`src/rtl/maa_ram.sv`:
```
// Generic single-port-write, single-port-read RAM with a registered read.
// Stands alone; no package needed.
module maa_ram #(
   parameter int WIDTH = 32,
   parameter int DEPTH = 16
) (
   input  logic                                      clock,
   input  logic                                      wr_en,
   input  logic [((DEPTH > 1) ? $clog2(DEPTH) : 1)-1:0] wr_addr,
   input  logic [WIDTH-1:0]                          wr_data,
   input  logic                                      rd_en,
   input  logic [((DEPTH > 1) ? $clog2(DEPTH) : 1)-1:0] rd_addr,
   output logic [WIDTH-1:0]                          rd_data
);

   logic [WIDTH-1:0] mem [DEPTH];
   logic [WIDTH-1:0] rd_data_ff;

   always_ff @(posedge clock) begin
      if (wr_en) begin
         mem[wr_addr] <= wr_data;
      end
      if (rd_en) begin
         rd_data_ff <= mem[rd_addr];
      end
   end

   assign rd_data = rd_data_ff;

endmodule

```
`config.mk`:
```
export PLATFORM = sky130hd
export DESIGN_NAME = maa_ram
export DESIGN_NICKNAME = d
export VERILOG_FILES = /design/src/rtl/maa_ram.sv
export SDC_FILE = /design/constraint.sdc
export NUM_CORES = 1
export LEC_CHECK = 0
export ABC_CLOCK_PERIOD_IN_PS = 9400
export BUFFER_PORTS_ARGS = -buffer_cell sky130_fd_sc_hd__buf_2
export CORE_UTILIZATION = 60
export DETAILED_ROUTE_END_ITERATION = 12
export PLACE_DENSITY = 0.78
export REMOVE_ABC_BUFFERS = 1
export SETUP_SLACK_MARGIN = 0.2
export SLEW_MARGIN = 0
export SYNTH_ARGS = -nofsm -noshare
export SYNTH_HDL_FRONTEND = slang
export SYNTH_SLANG_ARGS = --single-unit
```
`constraint.sdc`:
```
create_clock -name clock -period 9.4 [get_ports clock]
set_input_delay 1.88 -clock clock [delete_from_list [all_inputs] [get_ports clock]]
set_output_delay 1.88 -clock clock [all_outputs]
set_load 0.02 [all_outputs]
```
==> key figures <==
Die
  – IO Pins: 75
  – Std-Cell Rows: 66
  – Die area: 34400 sq um
  – Chip height: between 150 and 200 microns
  – Initial core utilization: between 60% and 70%
  – Placeable Area: between 30000 and 40000 sq um
  – Die W: roughly 190 microns

Power
  – Overall Power: ~4.9 mW
  – Leak Pwr: about 7.3 nW
  – P per Cell Area: roughly 220 nW/um^2
  – Worst IR Drop VDD: 198 uV

Route
  – DR vias: ~9300
  – DRC: 0
  – Final wirelength: 43.1 mm
  – Antenna-violating nets left: 0
  – Routed length per instance: slightly above 30 microns
  – Drt pass-1 iters: 6
  – DR vias/cell: between 6 and 7
  – Detailed Route Iter0 Violations: roughly 1100

Synth
  – Dominant synthesized flop cell: edfxtp_1
  – Main area contributors after synthesis: edfxtp_1, mux4_2, a22oi_1
  – Async S/R FF share, synth: 0%
  – Post-Synth XOR/XNOR Area: 0%
  – Synth top cells by count: edfxtp_1, mux4_2, a22oi_1
  – Synth area leader: edfxtp_1
  – Sequential-to-total area share from yosys stat: 81.0%
  – Post-synthesis sequential element count: 544
  – Post-synthesis compound-gate area fraction: under 10%
  – Post-Syn Area: slightly above 20000 sq um
  – Combinational family with the most area after synthesis: multiplexers
  – Post-Syn Instances: 838
  – Adder-Cell Fraction of Synth Area: 0%
  – Syn_area_per_cell: ~24 sq um
  – Most frequent cell after synthesis: edfxtp_1
  – Multiplexer share of the synthesized area: around 14%
  – Share of the synthesized area in the top cell type: a little over 80%
  – Post-Synth Simple-Gate Area: about 1.3%
  – Ys Warns: 0
  – Cell variety after synth: 17
  – Post-synth EDFFs: 544

Clocking
  – Post-CTS Setup Repair Bufs: 0
  – Cts hold-fix bufs: 0
  – Worst-Skew Late Latency: around 0.58 ns
  – CTS max path bufs: 3
  – Post_cts resized: 0
  – CTS tree: yes
  – Clock sink count: between 500 and 600
  – Total CTS buffers: 53
  – Root Buffer: clkbuf_16
  – H-Tree Depth: 2
  – Clock transition at the registers of the reported paths: 0.06 ns

Worst setup path
  – Critical path type: input port to flop
  – CP arrival: between 4 and 5 ns
  – Slowest-stage cell, CP: buf_4
  – FF-to-FF setup slack: about 8 ns
  – CP max stage delay: 0.69 ns
  – Crit. End Element: flop
  – Crit path max fanout: 66
  – Reg2Reg Depth: 3
  – Critical path cell sequence: clkbuf_8, buf_4, mux4_2, a22oi_1, nand2_1
  – Req. time, crit path: 9.72 ns
  – Worst Setup Start Kind: input port

Timing
  – Slew headroom: a little under a fifth
  – Max-slew violations: 0
  – Final WS setup: between 5 and 6 ns
  – Worst Tran Pin Value: around 1.2 ns
  – Final Critical Period: approximately 3.9 ns
  – Setup violators final: 0
  – Unrepaired setup endpoints after global routing: no
  – Setup TNS: 0 ns
  – Final hold vios: 0
  – Final setup skew: about 0.024 ns
  – Fmax: approximately 260 MHz
  – Final clock period utilization by the worst path: 41.2%

Layout
  – Area growth syn-to-layout: 12.8%
  – Fin util: a little under 70%
  – Layout cell share with drive strength beyond 1: a little under a third
  – Final Instance Area: roughly 23000 sq um
  – Nets: around 990

Worst hold path
  – Worst hold stages: 3
  – Worst hold path type: flop to flop

Place
  – Post-Place Worst Slack: 4.88 ns
  – Post-DP Area: between 20000 and 25000 sq um
  – GPL Wtd Cong: 0.724
  – PortBufs: 74
  – Dpl hpwl: approximately 19 mm

Run status
  – Outcome: finished clean

GRT
  – Gr usage total: between 20% and 30%
  – Total congestion overflow: 0
  – Largest net degree at the start of global routing: 67
  – Initial antenna violation count: 3
  – Vias in the first global route: 9811
  – Global-route wire length before repair: around 63 mm

Flow run
  – Max_cap viols: 0
[worst paths after layout]
kind | from | endpoint
worst max-delay path | rd_addr[0] | rd_data[29]
worst min register to register | mem[15][19] | rd_data[19]
worst min-delay path | mem[15][19] | rd_data[19]
worst max register to register | mem[0][29] | rd_data[29]
[placed cells by master (no fill, tap or decap), drive strengths merged]
master,netlist,layout
nor2,13,13
nand2,33,33
bufinv,0,2
nand2b,2,2
nand3b,2,2
nand3,1,1
and2,1,1
clkbuf,17,63
diode,0,4
edfxtp,544,544
buf,26,94
nor2b,2,2
or3b,1,1
nor3,4,4
a22oi,64,64
clkinvlp,0,1
mux4,128,128
clkinv,0,24
[through the flow]
stage | hold WS [ns] | instances
after floorplan | 0.710 | 795
after global routing | 0.780 | 1422
after global placement | 0.722 | 1332
final | 0.734 | 1425
after detailed placement | 0.731 | 1332
after CTS | 0.748 | 1421
[final cells by class]
cell class	count	area [sq um]
clock inverter	27	186
tap	442	553
sequential	544	16300
clock buffer	62	1380
antenna	4	10.0
fill	1916	10000
timing repair buffer	95	539
multi-input combinational	251	3750
[cells by family after synthesis]
logic type,Yosys count
flip-flops,544
multiplexers,128
AO/OA/AOI/OAI,64
AND/OR/NAND/NOR,59
buffers and inverters,43
[metal layers]
layer,GRT usage [%],vias to the layer above,wire length [microns]
li1,-,3814,-
met1,36.2,4841,16100
met2,42.6,542,21400
met3,5.80,95,4320
met4,9.59,2,1250
met5,0,-,9
[power breakdown]
part / switching [mW] / internal [mW]
Combinational: 0.148 / 0.0916
Sequential: 0.0182 / 2.73
Clock: 0.846 / 1.09
[flip-flops by register name, summed over array words and instances (netlist names)]
signal / count
mem: 512
rd_data: 32
[critical path: cells and delay by family]
family | cells | cell delay [ns]
AO/OA/AOI/OAI | 1 | 0.24
AND/OR/NAND/NOR | 1 | 0.09
multiplexers | 1 | 0.60
buffers and inverters | 2 | 1.30
(Power assumes the default switching activity.)
