`config.mk`:
```
export PLATFORM = sky130hd
export DESIGN_NAME = maa_div10
export DESIGN_NICKNAME = d
export VERILOG_FILES = /design/src/rtl/maa_pkg.sv /design/src/rtl/maa_div10.sv
export SDC_FILE = /design/constraint.sdc
export NUM_CORES = 1
export LEC_CHECK = 0
export ABC_AREA = 1
export BUFFER_PORTS_ARGS = -buffer_cell sky130_fd_sc_hd__buf_2
export CORE_UTILIZATION = 50
export DETAILED_ROUTE_END_ITERATION = 7
export PLACE_DENSITY = 0.66
export SYNTH_ARGS = -nofsm -noshare
export SYNTH_HDL_FRONTEND = slang
export SYNTH_SLANG_ARGS = --single-unit
```
`constraint.sdc`:
```
create_clock -name vclk -period 5.7
set_input_delay 0.285 -clock vclk [all_inputs]
set_output_delay 0.285 -clock vclk [all_outputs]
set_load 0.005 [all_outputs]
```
`src/rtl/maa_pkg.sv`:
```
// Shared constants, codes and types of the motion activity accumulator.
// Used by the channel interfaces and by every module of the block except the generic RAM.
package maa_pkg;

   // History ring geometry.
   localparam int HIST_DEPTH = 16;
   localparam int HIST_AW    = (HIST_DEPTH > 1) ? $clog2(HIST_DEPTH) : 1;

   // Field widths.
   localparam int ACTION_W = 3;
   localparam int ACCEL_W  = 14;
   localparam int SLOT_W   = 4;
   localparam int TICKS_W  = 17;
   localparam int COUNT_W  = 5;
   localparam int TOTAL_W  = 32;
   localparam int SCALED_W = 11;
   localparam int INC_W    = 8;
   localparam int CSR_IDX_W  = 8;
   localparam int CSR_DATA_W = 32;

   // Reset values of the configuration registers.
   localparam logic [TICKS_W-1:0] TICKS_RESET = 17'd3600;
   localparam logic [COUNT_W-1:0] COUNT_RESET = 5'd1;

   // Division by ten as a multiply by 6554 / 2^16; exact for magnitudes up to 8192.
   localparam int RECIP_W     = 13;
   localparam logic [RECIP_W-1:0] RECIP_TEN = 13'd6554;
   localparam int RECIP_SHIFT = 16;

   // Action codes of the request channel.
   localparam logic [ACTION_W-1:0] ACT_TICK  = 3'd0;
   localparam logic [ACTION_W-1:0] ACT_START = 3'd1;
   localparam logic [ACTION_W-1:0] ACT_STOP  = 3'd2;
   localparam logic [ACTION_W-1:0] ACT_CLEAR = 3'd3;
   localparam logic [ACTION_W-1:0] ACT_READ  = 3'd4;

   // Configuration register indexes.
   localparam logic [CSR_IDX_W-1:0] REG_INTERVAL_TICKS = 8'd0;
   localparam logic [CSR_IDX_W-1:0] REG_INTERVAL_COUNT = 8'd1;

   typedef logic signed [SCALED_W-1:0] scaled_type;

   typedef struct packed {
      logic                running;
      logic [TOTAL_W-1:0]  activity_total;
      logic [COUNT_W-1:0]  cycles_left;
      logic                interval_closed;
      logic [TOTAL_W-1:0]  history_value;
      logic [SLOT_W-1:0]   next_write_slot;
   } rsp_type;

endpackage

```
`src/rtl/maa_div10.sv`:
```
// Shared divide-by-ten unit: signed quotient truncated toward zero, built from
// one constant multiply. Depends on maa_pkg.
module maa_div10 import maa_pkg::*; (
   input  logic signed [ACCEL_W-1:0] dividend,
   output scaled_type                quotient
);

   logic [ACCEL_W-1:0]          mag;
   logic [ACCEL_W+RECIP_W-1:0]  prod;
   logic [SCALED_W-1:0]         quo_mag;

   // The magnitude of the most negative input still fits as an unsigned value.
   assign mag     = dividend[ACCEL_W-1] ? (~dividend + 1'b1) : dividend;
   assign prod    = (ACCEL_W+RECIP_W)'(mag) * (ACCEL_W+RECIP_W)'(RECIP_TEN);
   assign quo_mag = prod[RECIP_SHIFT +: SCALED_W];
   assign quotient = dividend[ACCEL_W-1] ? scaled_type'(~quo_mag + 1'b1)
                                         : scaled_type'(quo_mag);

endmodule

```
==> flow_metrics.tcl <==
set metrics [dict create \
    nFillCells 497 \
    initial_core_util_pct 51.5 \
    cpPeakStageDelay_ns 0.56 \
    post-route-period-util_pct 103 \
    hp-class "in2out" \
    gp_congestion 0.908 \
    grt_max_degree 19 \
    crit_path_end_kind "output port" \
    multi_input_area_sq_um 4170 \
    syn_area_per_cell_sq_um 7.33 \
    drc 0 \
    synth_area_leaders "ha_1 (31%), fa_1 (23%), inv_1 (13%)" \
    tightest_slew_ns 0.425 \
    antenna_cells 0 \
    core_area_sq_um 7690 \
    slew_viol_final 0 \
    ff_latch_area_sq_um 0 \
    grt_pass1_wl_um 18600 \
    grt_remaining_overflow 0 \
    routed_wl_um 12400 \
    fp.dieH_um 91.0 \
    yosysTopAreaCellShare_pct 30.7 \
    synth_area_leader_cell "ha_1" \
    dieArea_sq_um 8270 \
    ys_seq_area_share_pct 0 \
    critPathKind "in2out" \
    cp-startpoint "dividend[0]" \
    via_per_inst 5.09 \
    nFlopsAndLatches 0 \
    crit_required_ns 5.41 \
    grtUsageTotal_pct 27.7 \
    ant_nets 0 \
    hpwlAfterDp_um 8790 \
    cap_violations 0 \
    setup-violations-final 8 \
    syn_area_sq_um 3960 \
    grt_pass1_vias 4181 \
    die_w_um 91.0 \
    hp-start "dividend[13]" \
    arrival_ns 5.60 \
    io_buffers 25 \
    yosys_warnings 0 \
    fp-row-count 32 \
    fin_tns_setup_ns -1.10 \
    slowest_stage "fa_1" \
    worst_slack_ns -0.190 \
    vias 4049 \
    synth.distinct_cells 30 \
    grt_setup_unrepaired "yes" \
    final_layout_size_suffix_gt1_share_pct 41.7 \
    violations "negative setup slack" \
    fmaxAchievable_mhz 170 \
    placed_cells 763 \
    synth_cells 540 \
    route.met2.wl_um 6580 \
    finalHoldViolations 0 \
    io_pins 25 \
    grt_antenna_before_repair 0 \
    drt_pass1_iterations 4 \
    area_growth_pct 51.6 \
    fin_crit_ns 5.89 \
    status "finished with violations" \
    syn-num-nets 697 \
    clock_buffers 0 \
    stdcell_count 795 \
    wl_met1_um 5130 \
    wl_per_cell_um 15.5 \
    cts_hold_buffers 0 \
    met3_length_um 346 \
    path_max_fanout 5 \
    relSlewSlack_pct 71.4 \
    top_layer_used "met4" \
    cp-start-kind "input pin" \
    initialDrtViolationCount 143 \
    finalNetCount 852 \
]
[Yosys cell counts, types with 2 or more instances]
cell      instances
or2_2             2
nor4_1            3
nor2_1           19
xnor2_1          12
nand2_2           2
nand2_1         119
nand4_1           4
nand3_2           2
inv_1           139
a21oi_1          19
a21oi_2           3
nor2_2            4
o21bai_1          3
o31ai_1           2
nor3_1            5
xor2_1           13
fa_1             46
nand3_1          27
o21ai_0           9
ha_1             97
[layout by cell type, fill, tap and decap left out, drive strengths merged]
cell    Yosys  layout
nor3b       1       1
nand3      29      29
nand2     121     121
ha         97      97
o31ai       2       2
and3        1       1
a21oi      22      22
nor4        3       3
xor2       13      13
o21a        1       1
xnor2      12      12
nor2       23      23
nor3        6       6
o21bai      3       3
or2         2       2
fa         46      46
buf         1     155
nand4       4       4
inv       139     139
a31oi       1       1
o21ai      11      11
and2        1       1
[path summary, 6_finish.rpt]
check	endpoint	cells past startpoint	slack, ns
max	quotient[9]	30	-0.19
min	quotient[10]	5	1.19
[layout make-up]
| class | instances | share of cell area, % |
|---|---|---|
| Inverter | 139 | 8.95 |
| Multi-Input combinational cell | 399 | 69.5 |
| Tap cell | 102 | 2.13 |
| Timing Repair Buffer | 155 | 19.4 |
[what timing repair did]
| action | in CTS | in global routing |
|---|---|---|
| endpoints found under the setup margin | 10 | 10 |
| gates resized for setup | 88 | 88 |
| pin swaps | 54 | 56 |
| setup buffers | 19 | 16 |
[critical path: cells and delay by family]
family / cells / cell delay, ns
compound gates: 3 / 0.57
xor+xnor: 1 / 0.18
fa+ha+maj: 7 / 2.83
buf+inv: 10 / 0.85
simple gates: 9 / 0.86
[cells by family after synthesis]
logic type      synth area share [%]
simple gates                    21.0
fa+ha+maj                       54.0
buf+inv                         13.4
compound gates                  6.14
xor+xnor                        5.53
[metrics by stage]
stage	util, %	setup slack [ns]	instance area (sq um)	hold slack (ns)
floorplan	-	0.0125	3980	0.876
global placement	64.5	-0.799	4960	1.15
detailed placement	64.5	-0.915	4960	1.15
CTS	71.7	-0.132	5520	1.16
global route	78.0	-0.427	6000	1.22
finish	78.0	-0.190	6000	1.19
[per-layer routing]
layer,GRT usage [%],up-vias
li1,-,1990
met1,34.7,1934
met2,51.7,96
met3,1.76,29
met4,6.35,0
met5,0,-
Power is not shown: default switching activity piles up to over one toggle a cycle in this logic, so the estimate is an artifact.
